==> config.mk <==
export PLATFORM = sky130hd
export DESIGN_NAME = blob_steering_sequencer
export DESIGN_NICKNAME = d
export VERILOG_FILES = /design/src/rtl/bss_pkg.sv /design/src/rtl/blob_steering_sequencer.sv
export SDC_FILE = /design/constraint.sdc
export NUM_CORES = 1
export LEC_CHECK = 0
export ABC_AREA = 1
export BUFFER_PORTS_ARGS = -buffer_cell sky130_fd_sc_hd__buf_2
export CORE_MARGIN = 2
export CORE_UTILIZATION = 39
export CTS_CLUSTER_SIZE = 8
export DETAILED_ROUTE_END_ITERATION = 8
export PLACE_DENSITY_LB_ADDON = 0.3
export SLEW_MARGIN = 20
export SYNTH_ARGS = -nofsm -noshare
export SYNTH_HDL_FRONTEND = slang
export SYNTH_SLANG_ARGS = --single-unit
==> constraint.sdc <==
create_clock -name clk_i -period 6.6 [get_ports clk_i]
set_clock_uncertainty 0.2 [all_clocks]
set_input_delay 0.66 -clock clk_i [delete_from_list [all_inputs] [get_ports clk_i]]
set_output_delay 0.66 -clock clk_i [all_outputs]
set_load 0.02 [all_outputs]
==> src/rtl/bss_pkg.sv <==
// Shared types and constants for the blob steering sequencer.
// Holds the request payload structs, register indexes and phase codes.
// No dependencies.
`timescale 1ns / 1ps
`default_nettype none

package bss_pkg;

  localparam int unsigned XmW     = 28;
  localparam int unsigned AreaW   = 20;
  localparam int unsigned SpeedW  = 15;
  localparam int unsigned ColW    = 10;
  localparam int unsigned FramesW = 8;
  localparam int unsigned CmdW    = 16;
  localparam int unsigned CfgIdxW = 3;
  localparam int unsigned CfgW    = 20;

  // Configuration register indexes.
  localparam logic [CfgIdxW-1:0] REG_MIN_AREA       = 3'd0;
  localparam logic [CfgIdxW-1:0] REG_MAX_AREA       = 3'd1;
  localparam logic [CfgIdxW-1:0] REG_BACK_OFF       = 3'd2;
  localparam logic [CfgIdxW-1:0] REG_APPROACH_SPEED = 3'd3;
  localparam logic [CfgIdxW-1:0] REG_SPIN_RATE      = 3'd4;
  localparam logic [CfgIdxW-1:0] REG_CENTER_COLUMN  = 3'd5;
  localparam logic [CfgIdxW-1:0] REG_ALIGN_FRAMES   = 3'd6;
  localparam logic [CfgIdxW-1:0] REG_HOLD_FRAMES    = 3'd7;

  // Register reset values.
  localparam logic [AreaW-1:0]   MIN_AREA_RST       = 20'd1900;
  localparam logic [AreaW-1:0]   MAX_AREA_RST       = 20'd113000;
  localparam logic [AreaW-1:0]   BACK_OFF_RST       = 20'd20000;
  localparam logic [SpeedW-1:0]  APPROACH_SPEED_RST = 15'd1638;
  localparam logic [SpeedW-1:0]  SPIN_RATE_RST      = 15'd6226;
  localparam logic [ColW-1:0]    CENTER_COLUMN_RST  = 10'd320;
  localparam logic [FramesW-1:0] ALIGN_FRAMES_RST   = 8'd25;
  localparam logic [FramesW-1:0] HOLD_FRAMES_RST    = 8'd4;

  // Phase codes.
  localparam logic [1:0] PH_ALIGN    = 2'd0;
  localparam logic [1:0] PH_APPROACH = 2'd1;
  localparam logic [1:0] PH_DONE     = 2'd2;

  // ceil(2^25 / 25): floor(m * 256 / 25) == (m * RECIP_25) >> 17 for m below 4096.
  localparam logic [20:0] RECIP_25 = 21'd1342178;

  typedef struct packed {
    logic [XmW-1:0]   x_moment;
    logic [AreaW-1:0] pixel_count;
  } in_t;

  typedef struct packed {
    logic signed [CmdW-1:0] linear_speed;
    logic signed [CmdW-1:0] turn_rate;
    logic                   last_of_run;
    logic                   search_done;
  } out_t;

endpackage

`default_nettype wire

==> src/rtl/blob_steering_sequencer.sv <==
// A frame request is taken only in the idle state; its commands are offered from the output state.
// The centroid comes from a restoring divider that resolves one quotient bit a cycle,
// followed by the offset, the scaling multiply and the decision states in turn.
// A new frame is not taken until every command of the last one, trailing stop included,
// has been taken at the output, so an output stall holds back the next frame.
// Reset restores all config registers to defaults, the align phase and a zero frame count.
// Top level of the blob steering sequencer; depends on bss_pkg.
`timescale 1ns / 1ps
`default_nettype none

module blob_steering_sequencer
  import bss_pkg::*;
(
  input  wire logic                 clk_i,
  input  wire logic                 rst_ni,
  input  wire logic                 in_valid_i,
  output logic                      in_ready_o,
  input  wire in_t                  in_data_i,
  output logic                      out_valid_o,
  input  wire logic                 out_ready_i,
  output out_t                      out_data_o,
  input  wire logic                 cfg_we_i,
  input  wire logic [CfgIdxW-1:0]   cfg_idx_i,
  input  wire logic [CfgW-1:0]      cfg_wdata_i
);

  localparam logic [2:0] S_IDLE = 3'd0;
  localparam logic [2:0] S_DIV  = 3'd1;
  localparam logic [2:0] S_DIFF = 3'd2;
  localparam logic [2:0] S_MUL  = 3'd3;
  localparam logic [2:0] S_DEC  = 3'd4;
  localparam logic [2:0] S_OUT  = 3'd5;

  localparam int unsigned CntW = $clog2(XmW);
  localparam logic [CntW-1:0] DIV_LAST = CntW'(XmW - 1);

  // Configuration registers.
  logic [AreaW-1:0]   min_area_q, max_area_q, back_off_q;
  logic [SpeedW-1:0]  approach_speed_q, spin_rate_q;
  logic [ColW-1:0]    center_column_q;
  logic [FramesW-1:0] align_frames_q, hold_frames_q;

  // Sequencer and datapath registers.
  logic [2:0]         state_q, state_d;
  logic [1:0]         phase_q, phase_d;
  logic [FramesW-1:0] frame_count_q, frame_count_d;
  logic [CntW-1:0]    div_cnt_q, div_cnt_d;
  logic [XmW-1:0]     dvd_q, dvd_d;
  logic [AreaW-1:0]   rem_q, rem_d;
  logic [AreaW-1:0]   pc_q, pc_d;
  logic               neg_q, neg_d;
  logic [11:0]        mag_q, mag_d;
  logic [CmdW-1:0]    qmag_q, qmag_d;
  out_t               out_q, out_d;
  logic               out_valid_q, out_valid_d;
  logic               stop_pend_q, stop_pend_d;

  // Divider step.
  logic [AreaW:0]     rem_shift, rem_sub;
  logic               div_ge;

  // Offset, scaling and decision.
  logic [XmW-1:0]     centroid, offset;
  logic [32:0]        product;
  logic [CmdW-1:0]    dbl, q1, q2;
  logic [AreaW:0]     hi_area;
  logic [FramesW-1:0] fc_bump, fc_next;
  logic               has_res, stop;
  out_t               res, stop_rec;

  assign in_ready_o  = (state_q == S_IDLE);
  assign out_valid_o = out_valid_q;
  assign out_data_o  = out_q;

  assign rem_shift = {rem_q, dvd_q[XmW-1]};
  assign rem_sub   = rem_shift - {1'b0, pc_q};
  assign div_ge    = (rem_shift >= {1'b0, pc_q});

  assign centroid = (pc_q == '0) ? '0 : dvd_q;
  assign offset   = (centroid > XmW'(center_column_q)) ? centroid - XmW'(center_column_q)
                                                       : XmW'(center_column_q) - centroid;
  assign product  = 33'(mag_q) * 33'(RECIP_25);

  // Saturated tracking rate and its doubled form; a positive offset never saturates.
  assign dbl = {qmag_q[CmdW-2:0], 1'b0};
  always_comb begin
    if (!neg_q) begin
      q1 = qmag_q;
      q2 = dbl;
    end else begin
      q1 = (qmag_q > 16'd32768) ? 16'h8000 : ~qmag_q + 16'd1;
      q2 = (qmag_q > 16'd16384) ? 16'h8000 : ~dbl + 16'd1;
    end
  end

  assign hi_area = {1'b0, max_area_q} + {1'b0, back_off_q};
  assign fc_bump = (frame_count_q == '1) ? frame_count_q : frame_count_q + 8'd1;

  always_comb begin
    has_res          = 1'b1;
    fc_next          = frame_count_q;
    res.linear_speed = '0;
    res.turn_rate    = CmdW'(spin_rate_q);
    res.last_of_run  = 1'b0;
    res.search_done  = 1'b0;
    stop             = 1'b0;
    if (phase_q == PH_ALIGN) begin
      if (pc_q > min_area_q) begin
        res.turn_rate = q2;
        fc_next       = fc_bump;
      end
      stop = (fc_next >= align_frames_q);
    end else begin
      priority if (pc_q > min_area_q && pc_q < max_area_q) begin
        res.linear_speed = ~{1'b0, approach_speed_q} + 16'd1;
        res.turn_rate    = q1;
        fc_next          = '0;
      end else if (pc_q >= max_area_q && {1'b0, pc_q} < hi_area) begin
        has_res = 1'b0;
        fc_next = fc_bump;
      end else if ({1'b0, pc_q} >= hi_area) begin
        res.linear_speed = {1'b0, approach_speed_q};
        res.turn_rate    = q1;
      end else begin
        fc_next = '0;
      end
      stop = (fc_next >= hold_frames_q);
    end
    res.last_of_run = !stop;
  end

  assign stop_rec.linear_speed = '0;
  assign stop_rec.turn_rate    = '0;
  assign stop_rec.last_of_run  = 1'b1;
  assign stop_rec.search_done  = (phase_q == PH_APPROACH);

  always_comb begin
    state_d       = state_q;
    phase_d       = phase_q;
    frame_count_d = frame_count_q;
    div_cnt_d     = div_cnt_q;
    dvd_d         = dvd_q;
    rem_d         = rem_q;
    pc_d          = pc_q;
    neg_d         = neg_q;
    mag_d         = mag_q;
    qmag_d        = qmag_q;
    out_d         = out_q;
    out_valid_d   = out_valid_q;
    stop_pend_d   = stop_pend_q;
    unique case (state_q)
      S_IDLE: begin
        // Frames taken once the search has finished are dropped.
        if (in_valid_i && (phase_q == PH_ALIGN || phase_q == PH_APPROACH)) begin
          dvd_d     = in_data_i.x_moment;
          pc_d      = in_data_i.pixel_count;
          rem_d     = '0;
          div_cnt_d = '0;
          state_d   = S_DIV;
        end
      end
      S_DIV: begin
        dvd_d     = {dvd_q[XmW-2:0], div_ge};
        rem_d     = div_ge ? rem_sub[AreaW-1:0] : rem_shift[AreaW-1:0];
        div_cnt_d = div_cnt_q + 1'b1;
        if (div_cnt_q == DIV_LAST) begin
          state_d = S_DIFF;
        end
      end
      S_DIFF: begin
        neg_d   = (centroid > XmW'(center_column_q));
        mag_d   = (offset[XmW-1:12] != '0) ? 12'hFFF : offset[11:0];
        state_d = S_MUL;
      end
      S_MUL: begin
        qmag_d  = product[32:17];
        state_d = S_DEC;
      end
      S_DEC: begin
        frame_count_d = stop ? '0 : fc_next;
        phase_d       = stop ? phase_q + 2'd1 : phase_q;
        if (has_res) begin
          out_d       = res;
          out_valid_d = 1'b1;
          stop_pend_d = stop;
          state_d     = S_OUT;
        end else if (stop) begin
          out_d       = stop_rec;
          out_valid_d = 1'b1;
          stop_pend_d = 1'b0;
          state_d     = S_OUT;
        end else begin
          state_d = S_IDLE;
        end
      end
      S_OUT: begin
        if (out_ready_i) begin
          if (stop_pend_q) begin
            // The phase has already advanced, so the done flag checks for the done phase.
            out_d.linear_speed = '0;
            out_d.turn_rate    = '0;
            out_d.last_of_run  = 1'b1;
            out_d.search_done  = (phase_q == PH_DONE);
            stop_pend_d        = 1'b0;
          end else begin
            out_valid_d = 1'b0;
            state_d     = S_IDLE;
          end
        end
      end
      default: begin
        state_d = S_IDLE;
      end
    endcase
  end

  always_ff @(posedge clk_i or negedge rst_ni) begin
    if (!rst_ni) begin
      state_q       <= S_IDLE;
      phase_q       <= PH_ALIGN;
      frame_count_q <= '0;
      div_cnt_q     <= '0;
      out_valid_q   <= 1'b0;
      stop_pend_q   <= 1'b0;
    end else begin
      state_q       <= state_d;
      phase_q       <= phase_d;
      frame_count_q <= frame_count_d;
      div_cnt_q     <= div_cnt_d;
      out_valid_q   <= out_valid_d;
      stop_pend_q   <= stop_pend_d;
    end
  end

  always_ff @(posedge clk_i) begin
    dvd_q  <= dvd_d;
    rem_q  <= rem_d;
    pc_q   <= pc_d;
    neg_q  <= neg_d;
    mag_q  <= mag_d;
    qmag_q <= qmag_d;
    out_q  <= out_d;
  end

  always_ff @(posedge clk_i or negedge rst_ni) begin
    if (!rst_ni) begin
      min_area_q       <= MIN_AREA_RST;
      max_area_q       <= MAX_AREA_RST;
      back_off_q       <= BACK_OFF_RST;
      approach_speed_q <= APPROACH_SPEED_RST;
      spin_rate_q      <= SPIN_RATE_RST;
      center_column_q  <= CENTER_COLUMN_RST;
      align_frames_q   <= ALIGN_FRAMES_RST;
      hold_frames_q    <= HOLD_FRAMES_RST;
    end else if (cfg_we_i) begin
      unique case (cfg_idx_i)
        REG_MIN_AREA:       min_area_q       <= cfg_wdata_i[AreaW-1:0];
        REG_MAX_AREA:       max_area_q       <= cfg_wdata_i[AreaW-1:0];
        REG_BACK_OFF:       back_off_q       <= cfg_wdata_i[AreaW-1:0];
        REG_APPROACH_SPEED: approach_speed_q <= cfg_wdata_i[SpeedW-1:0];
        REG_SPIN_RATE:      spin_rate_q      <= cfg_wdata_i[SpeedW-1:0];
        REG_CENTER_COLUMN:  center_column_q  <= cfg_wdata_i[ColW-1:0];
        REG_ALIGN_FRAMES:   align_frames_q   <= cfg_wdata_i[FramesW-1:0];
        REG_HOLD_FRAMES:    hold_frames_q    <= cfg_wdata_i[FramesW-1:0];
        default: ;
      endcase
    end
  end

  // A result is only ever offered from the output state, never while a frame is taken.
  assert property (@(posedge clk_i) disable iff (!rst_ni)
    out_valid_q |-> (state_q == S_OUT && !in_ready_o))
    else $error("result offered outside the output state");

  // A trailing stop is only pending behind a result already on offer.
  assert property (@(posedge clk_i) disable iff (!rst_ni)
    stop_pend_q |-> out_valid_q && !out_q.last_of_run)
    else $error("pending stop without a leading result");

  // The divider hands over to the offset stage after its last quotient bit.
  assert property (@(posedge clk_i) disable iff (!rst_ni)
    (state_q == S_DIV && div_cnt_q == DIV_LAST) |=> state_q == S_DIFF)
    else $error("divider did not finish after its final step");

  // The done flag only rides on a final stop command.
  assert property (@(posedge clk_i) disable iff (!rst_ni)
    (out_valid_q && out_q.search_done) |->
      (out_q.last_of_run && out_q.turn_rate == '0 && out_q.linear_speed == '0))
    else $error("done flag on a command other than the final stop");

  // Once the last command is taken, the output state releases to idle with nothing on offer.
  assert property (@(posedge clk_i) disable iff (!rst_ni)
    (state_q == S_OUT && out_ready_i && !stop_pend_q) |=> (state_q == S_IDLE && !out_valid_q))
    else $error("output state did not release after the last command");

endmodule

`default_nettype wire

==> results.yml <==
global_route:
  track_usage_pct: 20.2
  grt_max_degree: 71
  grt_pass1_vias: 17800
  antenna_found_initial: 1
  grt_pass1_wl_um: 92000
  grt_remaining_overflow: 0
cells_and_area:
  nets: 3165
  drive_gt1_share_pct: 9.15
  final_common_cell: "nand2_1"
  nFillCells: 5394
  final_cells: 3505
  area_growth_syn_to_layout_pct: 11.5
  stdcell_area_mm2: 0.0239
  final_cell_mix: "nand2_1, inv_1, ha_1"
  antennaDiodeCount: 0
sta:
  layout_setup_ws_ps: 480
  setup_viol: 0
  post-route-min-period_ps: 6120
  tightestPinTransition_ps: 1000
  slew_viol_final: 0
  period_share_pct: 92.7
  holdWs_ps: 93.8
  relSlewSlack_pct: 33.2
  final.setup.tns_ps: 0
  finalHoldViolations: 0
  fmax_mhz: 163
  rsz0062_at_grt: "false"
yosys:
  yosys_warnings: 0
  synthCells: 2675
  synth-seq-area-share_pct: 34.5
  synthArstFlopShare_pct: 50.9
  ys.flop_type: "edfxtp_1"
  yosysUniqueCellTypes: 53
  synth_edf_count: 131
  synth_nets: 3058
  syn_area_mm2: 0.0214
  avgSynthCellArea_um2: 8.00
  synth-seq-cells: 267
place:
  port_buffers: 111
  place_area_mm2: 0.0227
  pre_cts_ws_ps: 310
  gp_congestion: 0.889
  hpwl_um: 43500
  dp.cells: 3435
floorplanning:
  die_y_um: 238
  start_util_pct: 39.6
  die_area_mm2: 0.0568
  die_width_um: 238
  coreArea_mm2: 0.0540
  io_pins: 112
  rows: 85
power_and_ir_drop:
  power_density_mw_per_mm2: 392
  p_leak_nw: 11.4
  irDropWorstVdd_mv: 0.184
detailed_routing:
  drt_iter0_markers: 1250
  via_count: 18100
  routed_wl_um: 57000
  drtPass1Iterations: 5
  avgViaCountPerCell: 5.18
  wl_per_cell_um: 16.3
  drc: 0
  drtAntennaViolNets: 0
job:
  max_cap_viol_count: 0
setup_path:
  r2r_start: "max_area_q[0]"
  r2r_cells: 31
  endpoint_kind: "flop"
  path_max_fanout: 17
  rr_endpoint: "out_data_o[27]"
  critPathLaunchType: "flop"
  critPathMaxStageDelay_ps: 400
  crit_required_ps: 6640
  cpMaxStageDelayCell: "fa_1"
  crit_type: "flop to flop"
  cp.arrival_ps: 6160
  rrSetupSlack_ps: 480
hold_path:
  hold_path_class: "input pin to flop"
  hp-start: "in_data_i[0]"
  hold_path_depth: 1
  min_to: "pc_q[0]"
clock_tree:
  cts_tree: "done"
  cts.sinks: 267
  root_buffer: "clkbuf_16"
  max-clock-path-buffers: 3
  clk_latency_ps: 550
  htreeDepth: 2
  post-cts-setup-buffers: 0
  cts_buffers: 39
  clk_pin_slew_worst_paths_ps: 50
status:
  status: "finished clean"
-- how the worst max path moves through the flow --
stage                        startpoint              to  slack (ps)
after global routing      max_area_q[0]  out_data_o[25]           2
after detailed placement  max_area_q[0]  out_data_o[17]         310
final                     max_area_q[0]  out_data_o[27]         480
after floorplan           max_area_q[0]   out_data_o[0]         480
after CTS                 max_area_q[0]  out_data_o[32]         290
after global placement    max_area_q[0]  out_data_o[29]         430
-- power breakdown --
group          leakage, nW  internal, mW  switching (mW)
combinational         8.04          1.58            3.07
clock                0.524          1.11           0.746
sequential            2.82          2.43           0.408
-- stage by stage --
stage	util [%]	total power, mW
detailed placement	42.0	7.45
global route	44.1	10.2
floorplan	-	6.16
finish	44.1	9.35
global placement	42.0	7.37
CTS	44.1	9.35
-- area by class of cell --
cell class,instances,area [um^2],area share (%)
Multi-Input combinational cell,1965,12400,51.9
Sequential cell,267,7380,31.0
Inverter,382,1430,6.01
Clock buffer,67,1090,4.57
Tap cell,696,871,3.65
Timing Repair Buffer,127,684,2.87
Clock inverter,1,8.76,0.0367
-- cell families after synthesis --
logic type      count (synthesis)  synth area share [%]
buf+inv                       444                  8.02
fa+ha+maj                     307                  20.5
mux                             1                0.0468
simple gates                 1080                  20.8
compound gates                491                  12.6
xor+xnor                       85                  3.48
flops                         267                  34.5
-- metal layers --
| layer | track usage [%] | routed length [um] | vias up |
|---|---|---|---|
| met2 | 34.4 | 26700 | 429 |
| met1 | 26.5 | 26100 | 8599 |
| li1 | - | - | 9017 |
| met5 | 0 | 0 | - |
| met4 | 5.98 | 1520 | 0 |
| met3 | 2.92 | 2660 | 101 |
-- cell usage after synthesis (5+ instances only) --
master,number,area [um^2]
dfrtp_1,98,2450
nand4_1,28,175
nor4_1,10,62.6
nor2_2,6,37.5
nand3_2,11,110
o21ai_0,237,1190
inv_1,377,1420
a21o_1,8,60.1
a211oi_1,5,37.5
buf_2,6,30.0
nand3_1,102,510
clkbuf_1,48,180
a21oi_1,152,761
nand2_2,7,43.8
o21bai_1,17,128
xor2_1,58,508
fa_1,72,1440
nor3_1,34,170
o211ai_1,15,113
o21ai_1,13,65.1
edfxtp_1,131,3930
a31oi_1,10,62.6
o21ai_2,7,61.3
nor2_1,213,800
dfstp_2,38,998
buf_6,5,56.3
xnor2_1,27,236
ha_1,235,2940
nand2_1,658,2470
-- repair_timing --
action,CTS,global route
resized for setup,0,4
hold endpoints to repair,48,0
hold buffers,1,0
endpoints found under the setup margin,0,41
-- registers in the layout, indices dropped and copies added, names as in the netlist, 5 cells and up --
name and cells:
center_column_q 10, rem_q 20, div_cnt_q 5, max_area_q 20, out_data_o 34, mag_q 12, align_frames_q 8, hold_frames_q 8
dvd_q 28, back_off_q 20, pc_q 20, qmag_q 16, min_area_q 20, frame_count_q 8, spin_rate_q 15, approach_speed_q 15
-- critical path, delay by kind of cell, from the launching register on --
| family | cells | cell delay (ps) |
|---|---|---|
| compound gates | 10 | 1850 |
| xor+xnor | 1 | 170 |
| flops | 1 | 380 |
| buf+inv | 5 | 550 |
| simple gates | 11 | 1560 |
| fa+ha+maj | 4 | 1100 |
No activity file was read; power rests on OpenSTA's default activity.
